`src/design/fbpa_pkg.sv`:
```
package fbpa_pkg;

  localparam int MAX_BLOCKS = 256;
  localparam int IDX_W      = 8;
  localparam int LINK_W     = 9;
  localparam int SPAN_W     = 26;
  localparam logic [LINK_W-1:0] NIL_LINK = LINK_W'(MAX_BLOCKS);

  // register indexes of the configuration channel
  localparam logic [1:0] REG_BASE  = 2'd0;
  localparam logic [1:0] REG_SIZE  = 2'd1;
  localparam logic [1:0] REG_COUNT = 2'd2;

  localparam logic [31:0] BASE_RST  = 32'd4096;
  localparam logic [16:0] SIZE_RST  = 17'd64;
  localparam logic [8:0]  COUNT_RST = 9'd256;
  localparam logic [16:0] SIZE_MIN  = 17'd8;

  typedef enum logic [2:0] {
    ST_OK        = 3'd0,
    ST_EXHAUSTED = 3'd1,
    ST_NULL      = 3'd2,
    ST_RANGE     = 3'd3,
    ST_MISALIGN  = 3'd4,
    ST_DOUBLE    = 3'd5
  } status_t;

  typedef enum logic [1:0] {
    K_ALLOC = 2'd0,
    K_NULL  = 2'd1,
    K_FREE  = 2'd2
  } kind_t;

  typedef struct packed {
    kind_t       kind;
    logic [31:0] address;
  } item_t;

  // effective pool geometry
  typedef struct packed {
    logic [31:0]       base;
    logic [16:0]       size;
    logic [8:0]        count;
    logic [SPAN_W-1:0] span;
  } geom_t;

  typedef struct packed {
    logic       valid;
    logic [8:0] count;
  } rethread_t;

  typedef enum logic [3:0] {
    S_IDLE,
    S_ALLOC,
    S_ADDR,
    S_DIV,
    S_WALK,
    S_WALK_WAIT,
    S_PUSH,
    S_DONE
  } state_t;

  function automatic logic [16:0] eff_size(input logic [16:0] s);
    return (s < SIZE_MIN) ? SIZE_MIN : s;
  endfunction

  function automatic logic [8:0] eff_count(input logic [8:0] c);
    logic [8:0] r;
    r = c;
    if (c == 9'd0) r = 9'd1;
    else if (c > COUNT_RST) r = COUNT_RST;
    return r;
  endfunction

endpackage

```
`src/design/fbpa_ram.sv`:
```
module fbpa_ram #(
  parameter int WIDTH = 9,
  parameter int DEPTH = 256
) (
  input  logic                     clk,
  input  logic                     we,
  input  logic [$clog2(DEPTH)-1:0] waddr,
  input  logic [WIDTH-1:0]         wdata,
  input  logic [$clog2(DEPTH)-1:0] raddr,
  output logic [WIDTH-1:0]         rdata
);

  logic [WIDTH-1:0] mem [DEPTH];

  always_ff @(posedge clk) begin
    if (we) mem[waddr] <= wdata;
    rdata <= mem[raddr];
  end

endmodule

```
`src/design/fbpa_front.sv`:
```
module fbpa_front (
  input  logic           clk,
  input  logic           rst,
  input  logic           s_tvalid,
  output logic           s_tready,
  input  logic [31:0]    s_tdata,
  input  logic [0:0]     s_tuser,
  output logic           q_valid,
  output fbpa_pkg::item_t q_item,
  input  logic           q_pop
);
  import fbpa_pkg::*;

  item_t      slot [2];
  logic       wr_ptr;
  logic       rd_ptr;
  logic [1:0] fill;
  item_t      incoming;
  logic       push;

  // classify the request
  always_comb begin
    incoming.address = s_tdata;
    if (s_tuser[0] == 1'b0) incoming.kind = K_ALLOC;
    else if (s_tdata == 32'd0) incoming.kind = K_NULL;
    else incoming.kind = K_FREE;
  end

  assign s_tready = (fill != 2'd2);
  assign push     = s_tvalid && s_tready;
  assign q_valid  = (fill != 2'd0);
  assign q_item   = slot[rd_ptr];

  // two-entry queue
  always_ff @(posedge clk) begin
    if (rst) begin
      wr_ptr <= 1'b0;
      rd_ptr <= 1'b0;
      fill   <= 2'd0;
    end else begin
      if (push) wr_ptr <= ~wr_ptr;
      if (q_pop) rd_ptr <= ~rd_ptr;
      fill <= fill + 2'(push) - 2'(q_pop);
    end
  end

  always_ff @(posedge clk) begin
    if (push) slot[wr_ptr] <= incoming;
  end

endmodule

```
`src/design/fbpa_back.sv`:
```
module fbpa_back (
  input  logic                clk,
  input  logic                rst,
  input  logic                q_valid,
  input  fbpa_pkg::item_t     q_item,
  output logic                q_pop,
  input  fbpa_pkg::geom_t     geom,
  input  fbpa_pkg::rethread_t rethr,
  output logic                m_tvalid,
  input  logic                m_tready,
  output logic [47:0]         m_tdata
);
  import fbpa_pkg::*;

  state_t             state;
  state_t             state_next;
  logic [LINK_W-1:0]  head;
  logic [8:0]         free_total;
  logic [IDX_W-1:0]   work_idx;
  logic [LINK_W-1:0]  cur;
  logic [8:0]         steps;
  logic [SPAN_W-1:0]  rem;
  logic [2:0]         div_k;
  logic [25:0]        prod;
  status_t            res_status;
  logic [31:0]        res_addr;
  logic [MAX_BLOCKS-1:0] written;

  logic [IDX_W-1:0]   rd_addr;
  logic [IDX_W-1:0]   rd_addr_q;
  logic [LINK_W-1:0]  ram_q;
  logic [LINK_W-1:0]  link_dflt;
  logic [LINK_W-1:0]  link_rd;
  logic               ram_we;
  logic               out_free;

  logic [32:0]        pool_end;
  logic               out_range;
  logic [SPAN_W-1:0]  trial;
  logic               ge;
  logic [SPAN_W-1:0]  rem_nx;
  logic               walk_end;

  // link table
  fbpa_ram #(.WIDTH(LINK_W), .DEPTH(MAX_BLOCKS)) u_links (
    .clk   (clk),
    .we    (ram_we),
    .waddr (work_idx),
    .wdata (head),
    .raddr (rd_addr),
    .rdata (ram_q)
  );

  assign rd_addr = (state == S_IDLE) ? head[IDX_W-1:0] : cur[IDX_W-1:0];

  // never-written entries read as the threaded default
  assign link_dflt = ((LINK_W'(rd_addr_q) + 9'd1) < geom.count) ?
                     (LINK_W'(rd_addr_q) + 9'd1) : NIL_LINK;
  assign link_rd   = written[rd_addr_q] ? ram_q : link_dflt;

  // range and alignment helpers
  assign pool_end  = {1'b0, geom.base} + 33'(geom.span);
  assign out_range = (q_item.address < geom.base) || ({1'b0, q_item.address} >= pool_end);
  assign trial     = SPAN_W'(geom.size) << div_k;
  assign ge        = (rem >= trial);
  assign rem_nx    = ge ? (rem - trial) : rem;
  assign walk_end  = cur[IDX_W] || (steps == 9'(MAX_BLOCKS));
  assign out_free  = !m_tvalid || m_tready;

  // next state and handshakes
  always_comb begin
    state_next = state;
    q_pop      = 1'b0;
    ram_we     = 1'b0;
    case (state)
      S_IDLE: begin
        if (q_valid) begin
          q_pop = 1'b1;
          case (q_item.kind)
            K_ALLOC: state_next = (head[IDX_W] || free_total == 9'd0) ? S_DONE : S_ALLOC;
            K_FREE:  state_next = out_range ? S_DONE : S_DIV;
            default: state_next = S_DONE;
          endcase
        end
      end
      S_ALLOC:     state_next = S_ADDR;
      S_ADDR:      state_next = S_DONE;
      S_DIV: begin
        if (div_k == 3'd0) state_next = (rem_nx != '0) ? S_DONE : S_WALK;
      end
      S_WALK: begin
        if (walk_end) state_next = S_PUSH;
        else if (cur[IDX_W-1:0] == work_idx) state_next = S_DONE;
        else state_next = S_WALK_WAIT;
      end
      S_WALK_WAIT: state_next = S_WALK;
      S_PUSH: begin
        ram_we     = 1'b1;
        state_next = S_DONE;
      end
      S_DONE: begin
        if (out_free) state_next = S_IDLE;
      end
      default: state_next = S_IDLE;
    endcase
  end

  always_ff @(posedge clk) begin
    if (rst) state <= S_IDLE;
    else state <= state_next;
  end

  // free list control state
  always_ff @(posedge clk) begin
    if (rst) begin
      head       <= '0;
      free_total <= COUNT_RST;
      written    <= '0;
      m_tvalid   <= 1'b0;
    end else begin
      // result register: loaded in done, cleared once taken
      if (state == S_DONE && out_free) m_tvalid <= 1'b1;
      else if (m_tready) m_tvalid <= 1'b0;
      if (rethr.valid) begin
        head       <= '0;
        free_total <= rethr.count;
        written    <= '0;
      end
      case (state)
        S_ALLOC: begin
          head       <= link_rd;
          free_total <= free_total - 9'd1;
        end
        S_PUSH: begin
          head               <= LINK_W'(work_idx);
          free_total         <= free_total + 9'd1;
          written[work_idx]  <= 1'b1;
        end
        default: ;
      endcase
    end
  end

  // working registers and result
  always_ff @(posedge clk) begin
    rd_addr_q <= rd_addr;
    case (state)
      S_IDLE: begin
        res_addr <= '0;
        work_idx <= head[IDX_W-1:0];
        rem      <= SPAN_W'(q_item.address - geom.base);
        div_k    <= 3'd7;
        case (q_item.kind)
          K_ALLOC: res_status <= (head[IDX_W] || free_total == 9'd0) ? ST_EXHAUSTED : ST_OK;
          K_FREE:  res_status <= out_range ? ST_RANGE : ST_OK;
          default: res_status <= ST_NULL;
        endcase
      end
      S_ALLOC: prod <= 26'(work_idx) * 26'(geom.size);
      S_ADDR:  res_addr <= geom.base + 32'(prod);
      S_DIV: begin
        rem                <= rem_nx;
        work_idx[div_k]    <= ge;
        div_k              <= div_k - 3'd1;
        cur                <= head;
        steps              <= '0;
        if (div_k == 3'd0 && rem_nx != '0) res_status <= ST_MISALIGN;
      end
      S_WALK: begin
        if (!walk_end && cur[IDX_W-1:0] == work_idx) res_status <= ST_DOUBLE;
      end
      S_WALK_WAIT: begin
        cur   <= link_rd;
        steps <= steps + 9'd1;
      end
      S_DONE: begin
        if (out_free) m_tdata <= {4'd0, free_total, res_addr, res_status};
      end
      default: ;
    endcase
  end

  a_total_bound: assert property (@(posedge clk) disable iff (rst)
    free_total <= geom.count) else $error("free count above pool size");
  a_head_total: assert property (@(posedge clk) disable iff (rst)
    head[IDX_W] == (free_total == 9'd0)) else $error("list head and free count disagree");
  a_div_rem: assert property (@(posedge clk) disable iff (rst)
    state == S_DIV |-> rem < geom.span) else $error("offset outside pool in division");
  a_push_count: assert property (@(posedge clk) disable iff (rst)
    state == S_PUSH && !rethr.valid |=> free_total == $past(free_total) + 9'd1)
    else $error("push did not raise free count");

endmodule

```
`src/design/fixed_block_pool_allocator.sv`:
```
// fixed-size block pool allocator with a lifo free list
// input channel s_*: tuser[0] is the action (0 allocate, 1 free), tdata is the
// byte address to free. each request gives exactly one result on m_*: status,
// allocated block address and the free block count after the request.
// configuration channel cfg_*: index 0 base address, 1 block size, 2 block count;
// any write to a known index re-threads the whole pool as free in order.
// write configuration only while the block is idle.
// an allocate pops the list head and forms its address from the index, block
// size and base; a null or out-of-range free goes straight to the result; any
// other free runs a restoring division of its offset by the block size, and a
// misaligned one ends there. a free that passes walks the free list, a walk and
// a wait state per link for the registered link table read, and is pushed (at
// most 255 links) or found already free. one request is worked on at a time.
// a two-entry input queue keeps taking requests while one is worked on, and the
// result register holds its transaction while the receiver stalls.
// reset restores base 4096, block size 64, 256 blocks, all free; no clearing
// pass is needed since never-written links read as the threaded default.
module fixed_block_pool_allocator (
  input  logic        clk,
  input  logic        rst,
  input  logic        s_tvalid,
  output logic        s_tready,
  input  logic [31:0] s_tdata,   // address
  input  logic [0:0]  s_tuser,   // action
  output logic        m_tvalid,
  input  logic        m_tready,
  output logic [47:0] m_tdata,   // status[2:0], block_address[34:3], free_blocks[43:35]
  input  logic        cfg_valid,
  output logic        cfg_ready,
  input  logic [1:0]  cfg_index,
  input  logic [31:0] cfg_data
);
  import fbpa_pkg::*;

  logic [31:0]       base_address;
  logic [16:0]       blk_bytes;
  logic [8:0]        blk_num;
  logic [SPAN_W-1:0] span;
  logic              q_valid;
  logic              q_pop;
  item_t             q_item;
  geom_t             geom;
  rethread_t         rethr;
  logic              cfg_wr;

  assign cfg_ready = 1'b1;
  assign cfg_wr    = cfg_valid && cfg_ready;

  // configuration registers
  always_ff @(posedge clk) begin
    if (rst) begin
      base_address <= BASE_RST;
      blk_bytes    <= SIZE_RST;
      blk_num      <= COUNT_RST;
    end else if (cfg_wr) begin
      case (cfg_index)
        REG_BASE:  base_address <= cfg_data;
        REG_SIZE:  blk_bytes    <= cfg_data[16:0];
        REG_COUNT: blk_num      <= cfg_data[8:0];
        default: ;
      endcase
    end
  end

  // pool length in bytes, registered
  always_ff @(posedge clk) begin
    span <= SPAN_W'(eff_count(blk_num)) * SPAN_W'(eff_size(blk_bytes));
  end

  always_comb begin
    geom.base  = base_address;
    geom.size  = eff_size(blk_bytes);
    geom.count = eff_count(blk_num);
    geom.span  = span;
    rethr.valid = cfg_wr && (cfg_index == REG_BASE || cfg_index == REG_SIZE ||
                             cfg_index == REG_COUNT);
    rethr.count = (cfg_index == REG_COUNT) ? eff_count(cfg_data[8:0]) : geom.count;
  end

  fbpa_front u_front (
    .clk      (clk),
    .rst      (rst),
    .s_tvalid (s_tvalid),
    .s_tready (s_tready),
    .s_tdata  (s_tdata),
    .s_tuser  (s_tuser),
    .q_valid  (q_valid),
    .q_item   (q_item),
    .q_pop    (q_pop)
  );

  fbpa_back u_back (
    .clk      (clk),
    .rst      (rst),
    .q_valid  (q_valid),
    .q_item   (q_item),
    .q_pop    (q_pop),
    .geom     (geom),
    .rethr    (rethr),
    .m_tvalid (m_tvalid),
    .m_tready (m_tready),
    .m_tdata  (m_tdata)
  );

endmodule
```
`config.mk`:
```
export PLATFORM = sky130hd
export DESIGN_NAME = fixed_block_pool_allocator
export DESIGN_NICKNAME = d
export VERILOG_FILES = /design/src/design/fbpa_pkg.sv /design/src/design/fbpa_ram.sv /design/src/design/fbpa_front.sv /design/src/design/fbpa_back.sv /design/src/design/fixed_block_pool_allocator.sv
export SDC_FILE = /design/constraint.sdc
export NUM_CORES = 2
export LEC_CHECK = 0
export BUFFER_PORTS_ARGS = -buffer_cell sky130_fd_sc_hd__buf_2
export CAP_MARGIN = 20
export CORE_ASPECT_RATIO = 1.5
export CORE_MARGIN = 8
export CORE_UTILIZATION = 45
export CTS_CLUSTER_SIZE = 24
export DETAILED_ROUTE_END_ITERATION = 6
export HOLD_SLACK_MARGIN = 0.06
export SETUP_SLACK_MARGIN = 0.05
export SLEW_MARGIN = 20
export SYNTH_ARGS = -nofsm -noshare
export SYNTH_HDL_FRONTEND = slang
export SYNTH_HIERARCHICAL = 1
export SYNTH_SLANG_ARGS = --single-unit
export TNS_END_PERCENT = 30
```
`constraint.sdc`:
```
create_clock -name clk -period 6.05 [get_ports clk]
set_clock_uncertainty 0.1 [all_clocks]
set_input_delay 0.605 -clock clk [delete_from_list [all_inputs] [get_ports clk]]
set_output_delay 0.605 -clock clk [all_outputs]
set_load 0.01 [all_outputs]
```
## Word-level counts from Yosys, hierarchy flattened

Memories as Yosys holds them, arrays and structs flattened. A register that Yosys moved wholly into a read port is not among the register bits.
Index checks and enable logic that the tools add are counted.

- Register bits after elaboration: 534
- Memory bits (writable): 2372
- Input bits: 72
- Output and inout bits: 51
- Word-level logic and storage cells: 168
- Memories: 2

Memories:

| memory | depth | width | rd ports | clocked after Yosys merged registers in | write ports | RTL line | source |
|---|---|---|---|---|---|---|---|
| u_back.u_links.mem | 256 | 9 | 1 | 1 | 1 | fbpa_ram.sv:13 | `logic [WIDTH-1:0] mem [DEPTH];` |
| u_front.slot | 2 | 34 | 1 | 1 | 1 | fbpa_front.sv:14 | `item_t slot [2];` |

- $add $sub $neg: 11
- Multipliers: 2
- Order comparisons: 12
- Equal/unequal tests: 18
- Shift-type cells: 1
- Multiplexer cells: 59
- Bitwise gates (word level): 3
- Reduce and logical (&&, ||, !) cells: 38

Operator list:

| cell | count |
|---|---|
| 256-bit 2-to-1 mux | 3 |
| 256-bit OR | 1 |
| 9-bit 2-to-1 mux | 9 |
| 9-bit one-hot mux with 2 select lines | 4 |
| 32-bit one-hot mux with 2 select lines | 1 |
| 26-bit one-hot mux with 2 select lines | 1 |
| 26-bit subtractor | 2 |
| 32-bit by 26-bit adder with 33-bit output | 1 |
| 32-bit by 33-bit >= comparator with 1-bit output | 1 |
| 32-bit by 25-bit adder with 32-bit output | 1 |
| 32-bit logical NOT | 1 |
| 32-bit < comparator | 1 |
| 4-bit one-hot mux with 7 select lines | 1 |
| 9-bit logical NOT | 3 |
| 26-bit >= comparator | 1 |
| 9-bit by 17-bit multiplier with 26-bit output | 1 |
| 26-bit 2-to-1 mux | 1 |
| 26-bit nonzero test | 1 |
| 17-bit by 3-bit << shifter with 26-bit output | 1 |
| 8-bit by 17-bit multiplier with 25-bit output | 1 |
| 9-bit by 1-bit adder with 9-bit output, second input constant | 2 |
| 9-bit > comparator, second input constant | 2 |
| 8-bit by 9-bit < comparator with 1-bit output, second input constant | 2 |
| 17-bit by 4-bit < comparator with 1-bit output, second input constant | 1 |
| 44 further kinds | 101 |

## Logic depth before layout (Yosys ltp)

- Depth in word-level cells: 9
- Gate-level depth with buffers: 25
- Mapped depth without buffers: 24

## Hierarchy

The synthesis kept the hierarchy.

By module, submodules not included:

| module | times used | cells an instance | area each (µm²) | sequential area each (µm²) |
|---|---|---|---|---|
| fbpa_ram | 1 | 4237 | 89278.1 | 69366.5 |
| fbpa_back | 1 | 3252 | 30211.5 | 10500.1 |
| fixed_block_pool_allocator | 1 | 939 | 7757.4 | 1681.6 |
| fbpa_front | 1 | 144 | 2758.9 | 2142.1 |

## Least setup slack after synthesis

No wires, ideal clock.

- Kind: reg-to-reg
- Start point: register u_back.work_idx[7]
- End point: register u_back.prod[24] (data pin)
- Library setup time: 0.259 ns
- Data arrival time: 5.508 ns
- Required time: 5.691 ns
- Slack: 0.183 ns
- Stages on the path, launching flop included: 21
- Buffers on the path: 3
- Period minus slack after synthesis: 5.867 ns
- Cells stage by stage: edfxtp_1 > clkbuf_1 > clkbuf_1 > clkbuf_1 > nand2_1 > fa_1 > inv_1 > fa_1 > fa_1 > fa_1 > ha_1 > a21o_1 > a21o_1 > a311o_1 > nand2_1 > o21ai_0 > o41ai_1 > o2111ai_1 > nor3_1 > a21oi_1 > xnor2_1

- Word-level cells in the longest chain between the ends: 1

Ends and longest elaborated chain:

| element | RTL line | source |
|---|---|---|
| from (decl) | fbpa_back.sv:19 | `logic [IDX_W-1:0] work_idx;` |
| from (signal assigned) | fbpa_back.sv:150 | `work_idx <= head[IDX_W-1:0];` |
| from (signal, indexed assignment) | fbpa_back.sv:163 | `work_idx[div_k] <= ge;` |
| 8-bit by 17-bit multiplier with 25-bit output | fbpa_back.sv:159 | `S_ALLOC: prod <= 26'(work_idx) * 26'(geom.size);` |
| to (signal assigned) | fbpa_back.sv:159 |  |
| to (decl) | fbpa_back.sv:24 | `logic [25:0] prod;` |

No other way between the ends.
A chain may end at the register's enable or synchronous reset.

==> flow_results.org <==
** Critical path
- Chain of cells forming the critical path :: nor4_2 > nand4_1 > nor2b_4 > inv_4 > nand2_1 > fa_1 > inv_1 > fa_1 > fa_1 > fa_1 > ha_4 > a21o_1 > a21o_1 > a311o_1 > nand2_2 > o21ai_2 > o41ai_2 > buf_4 > o2111ai_2 > nor3_1 > a21oi_1 > xnor2_1
- Number of buffer and inverter stages on the critical path :: 3
- Crit-path most repeated cell :: sky130_fd_sc_hd__fa_1
- For this run, the slowest stage of the critical path takes 0.56 ns.
- The worst register-to-register path has a setup slack of 0.34 ns.
- For the worst setup path, the data required time is 6.53 ns.
- The worst setup path is of the reg2reg kind.
- Slowest stage cell, crit path :: sky130_fd_sc_hd__fa_1
- In this run the worst path has a maximum fanout of 5.
- Broken down by cell family, the worst path's largest delay share belongs to adder cells.
- Critical path startpoint category :: flip-flop
- Data arrival time of the worst path :: 6.18 ns
- Kind of end point of the critical path :: flip-flop

** Run status
- Status :: completed

** Global routing
- The initial antenna violation count is 7.
- The number of global-route vias before repair came to 79,100.
- Total routing resource utilization after global routing :: 0.235
- Entering global routing, the biggest net connects 265 pins.
- GR Overflow Total :: 0
- First-pass GRT wire length :: 536 mm

** Drt
- For this run, design rule violations remaining after detail routing come to 0.
- Vias per cell :: 6.04
- Detailed-route wire length :: 370 mm
- Before antenna repair, the detailed router went through 7 iterations.
- Via Count :: 77,700
- Post-DR wirelength/cell :: 28.8 um
- The detailed router finished its first iteration with 7,032 violations.
- The detail route stage leaves a number of antenna-violating nets equal to 0.

** Floorplanning
- Area of the core :: 287,000 um^2
- In this run the count of I/O pins placed on the die edge is 123.
- Number of placement rows :: 241
- From left edge to right edge, the die measures 455 um.
- The floorplan step defined a die boundary enclosing 307,000 um^2.
- For this configuration, the core starts out at a cell density of 0.452.
- Die height :: 674 um

** Clocking
- Clock tree root driver cell :: sky130_fd_sc_hd__clkbuf_16
- Clock buffers created by TritonCTS :: 286
- Maximum buffer depth of the clock tree :: 4
- Clock insertion delay at the later pin of the skew report :: 0.90 ns
- CTS H-Tree Depth :: 5
- TritonCTS clock tree :: done
- Clock-pin slew was measured on the worst setup and hold paths at 0.07 ns.
- Sinks on the clock net :: 2,915

** STA
- Final Hold Vio Count :: 0
- Worst hold slack :: 0.315 ns
- Slew of the pin with the lowest slew margin :: 1.22 ns
- Peak Freq :: 0.175 GHz
- The max-slew violation count is 0.
- Slew headroom :: 0.187
- Final period util :: 0.943
- Final count of negative-setup-slack endpoints :: 0
- Setup repair after global routing missed its margin :: true
- Final Critical Period :: 5.71 ns

** Yosys
- Counting flops and latches in the post-synthesis netlist gives 2,915.
- Synthesized cell area :: 130,000 um^2
- Synth Instances :: 8,572
- Average size of a mapped cell :: 15.2 um^2
- After synthesis, the share of flip-flops with an asynchronous set or reset is 0.
- Yosys top cell by area :: sky130_fd_sc_hd__edfxtp_1
- In the synthesized netlist the dominant register cell turns out to be sky130_fd_sc_hd__edfxtp_1.
- Post-synthesis cell type count :: 98
- Synth area leaders :: sky130_fd_sc_hd__edfxtp_1, sky130_fd_sc_hd__mux4_2, sky130_fd_sc_hd__dfxtp_1, sky130_fd_sc_hd__fa_1, sky130_fd_sc_hd__a22oi_1
- Share of the synthesized area in the top cell type :: 0.585
- Of the synthesized area, sequential elements account for 0.644.
- Counting flops with a built-in enable in the synthesized netlist gives 2,531.
- For this run, the number of Yosys warnings is 6.

** Layout
- For this run, the number of standard cells in the final layout without fillers is 12,900.
- Proportion of layout cells with a drive suffix above 1 :: 0.177
- Area of all placed cells without fillers :: 146,000 um^2
- Number of nets at the end of the flow :: 9,409
- Synth-to-Final Area Change :: 12.2%
- After filler insertion, the fill cell instance count of the layout stands at 23,700.
- Finished Core Util :: 0.507

** Placement
- Post-placement cell area :: 136,000 um^2
- In this run the tool buffered the top-level ports with 117 buffer cells.
- DP HPWL :: 249 mm
- Including well taps, the total number of placed cells is 12,300.
- Weighted congestion at the end of routability-driven global placement :: 0.928

** Min path
- Worst hold-check path type :: in2reg

** Power
- Power Dens Cells :: 441 nW/um^2
- Worst-case vdd ir drop :: 0.275 mV
- For this design the static power due to leakage is 49.8 nW.
- The design draws 0.0643 W.

** Flow run
- Number of max-capacitance violations reported :: 0
[path summary, 6_finish.rpt]
| kind | endpoint | startpoint | cells past startpoint |
|---|---|---|---|
| worst max-delay path | u_back/prod[24]$_DFFE_PP_ | blk_bytes[14]$_SDFFE_PP0P_ | 22 |
| worst min-delay path | blk_num[0]$_SDFFE_PP0P_ | cfg_index[0] | 5 |
| worst max register to register | u_back/prod[24]$_DFFE_PP_ | blk_bytes[14]$_SDFFE_PP0P_ | 22 |
| worst min register to register | u_back/m_tdata[17]$_DFFE_PP_ | u_back/res_addr[14]$_SDFFCE_PN0P_ | 0 |
[final cells by class]
type / count / area [um^2] / share of cell area
diodes: 4 / 10.0 / 0.0000686
clock buffers: 365 / 7770 / 0.0533
clock inverters: 131 / 1080 / 0.00739
inverters: 338 / 1280 / 0.00875
multi-input cells: 4783 / 42700 / 0.293
flip-flops and latches: 2915 / 83700 / 0.574
well taps: 3766 / 4710 / 0.0323
repair buffers: 561 / 4550 / 0.0312
[power by group]
| group | total, W | leakage, nW | switching, W | internal, W |
|---|---|---|---|---|
| Clock | 0.0172 | 4.33 | 0.00758 | 0.00966 |
| Sequential | 0.0245 | 26.6 | 0.000855 | 0.0236 |
| Combinational | 0.0226 | 18.9 | 0.0140 | 0.00861 |
[timing repair]
action	in CTS	in global routing
hold buffers	71	0
buffers inserted	1	1
setup endpoints to repair	2	5
hold endpoints to repair	129	0
gates resized for setup	17	11
pin swaps	12	24
[worst reg2reg max path, delay by kind of cell, from the launching register on]
kind                     cells  cell delay, ns
adder cells (fa/ha/maj)      5            2.28
AO/OA/AOI/OAI                7            1.22
AND/OR/NAND/NOR              6            1.08
flip-flops                   1            0.33
buffers and inverters        3            0.30
XOR/XNOR                     1            0.13
[cells in the mapped netlist, drive strengths merged, types with 12 or more instances]
library cell  count
o31a             16
clkbuf          366
nor4             57
or3              18
nor3             86
xnor2            86
buf             173
a211oi           58
o22ai            77
nor2b            60
mux2i           227
nand3b           16
ha              251
a221oi           17
nand2           469
mux4            555
o211ai           18
nand4            47
edfxtp         2531
and2            149
dfxtp           384
xor2             63
inv             335
o31ai            21
o221ai           39
a21oi           321
a21o             66
nand3            99
a31oi            34
nor2            787
and3             28
a22oi           433
a211o            12
fa              201
o21a             29
mux2             66
o21ai           148
nand2b           56
[routing by layer]
| layer | up-vias | wire length [um] | global-route usage |
|---|---|---|---|
| met4 | 6 | 22400 | 0.121 |
| met5 | - | 40 | 0 |
| met1 | 40400 | 136000 | 0.279 |
| met3 | 738 | 22700 | 0.0338 |
| li1 | 33600 | - | - |
| met2 | 2913 | 189000 | 0.413 |
[placed cells by master (no fill, tap or decap), drive strengths merged, types with 21 or more instances in the layout]
master / netlist / layout
xor2: 63 / 63
o22ai: 77 / 77
o31ai: 21 / 21
mux2i: 227 / 227
and2: 149 / 149
mux2: 66 / 66
nand2: 469 / 469
ha: 251 / 251
nor2b: 60 / 60
o21ai: 148 / 148
a21oi: 321 / 321
buf: 173 / 490
nor2: 787 / 787
inv: 335 / 350
mux4: 555 / 555
fa: 201 / 201
dlygate4sd3: 0 / 71
o221ai: 39 / 39
edfxtp: 2531 / 2531
nand3: 99 / 99
nor3: 86 / 86
nor4: 57 / 57
and3: 28 / 28
a22oi: 433 / 433
nand2b: 56 / 56
o21a: 29 / 29
dfxtp: 384 / 384
xnor2: 86 / 86
a31oi: 34 / 34
clkbuf: 366 / 365
a211oi: 58 / 58
nand4: 47 / 47
a21o: 66 / 66
clkinv: 3 / 96
[through the flow]
stage	setup WS [ns]	TNS (ns)
CTS	0.0525	0
finish	0.344	0
floorplan	0.183	0
global placement	-0.223	-0.320
global route	0.0347	0
detailed placement	-0.0920	-0.113
[cells by family (layout without fill, tap and decap cells)]
kind of cell / after synthesis / in the layout / share of synthesized area
other: 2 / 9 / 0.0000578
flip-flops: 2915 / 2915 / 0.644
AO/OA/AOI/OAI: 1411 / 1411 / 0.0740
buffers and inverters: 877 / 1395 / 0.0304
multiplexers: 848 / 848 / 0.120
XOR/XNOR: 149 / 149 / 0.0100
AND/OR/NAND/NOR: 1918 / 1918 / 0.0671
adder cells (fa/ha/maj): 452 / 452 / 0.0551
[registers in the layout, indices dropped and copies added, names as in the netlist, 2 cells and up, named ones only]
signal                count
u_back/steps              9
u_back/cur                9
u_front/fill              2
u_back/m_tdata           44
span                     26
u_back/work_idx           8
u_back/res_addr          32
u_back/div_k              3
base_address             32
u_back/free_total         9
u_back/prod              25
u_back/written          256
u_back/u_links/mem     2304
u_back/state              3
u_back/res_status         3
u_back/rem               26
blk_num                   9
u_back/head               9
u_back/u_links/rdata      9
u_front/slot             68
blk_bytes                17
u_back/rd_addr_q          8
Power figures use the tool's default switching activity.
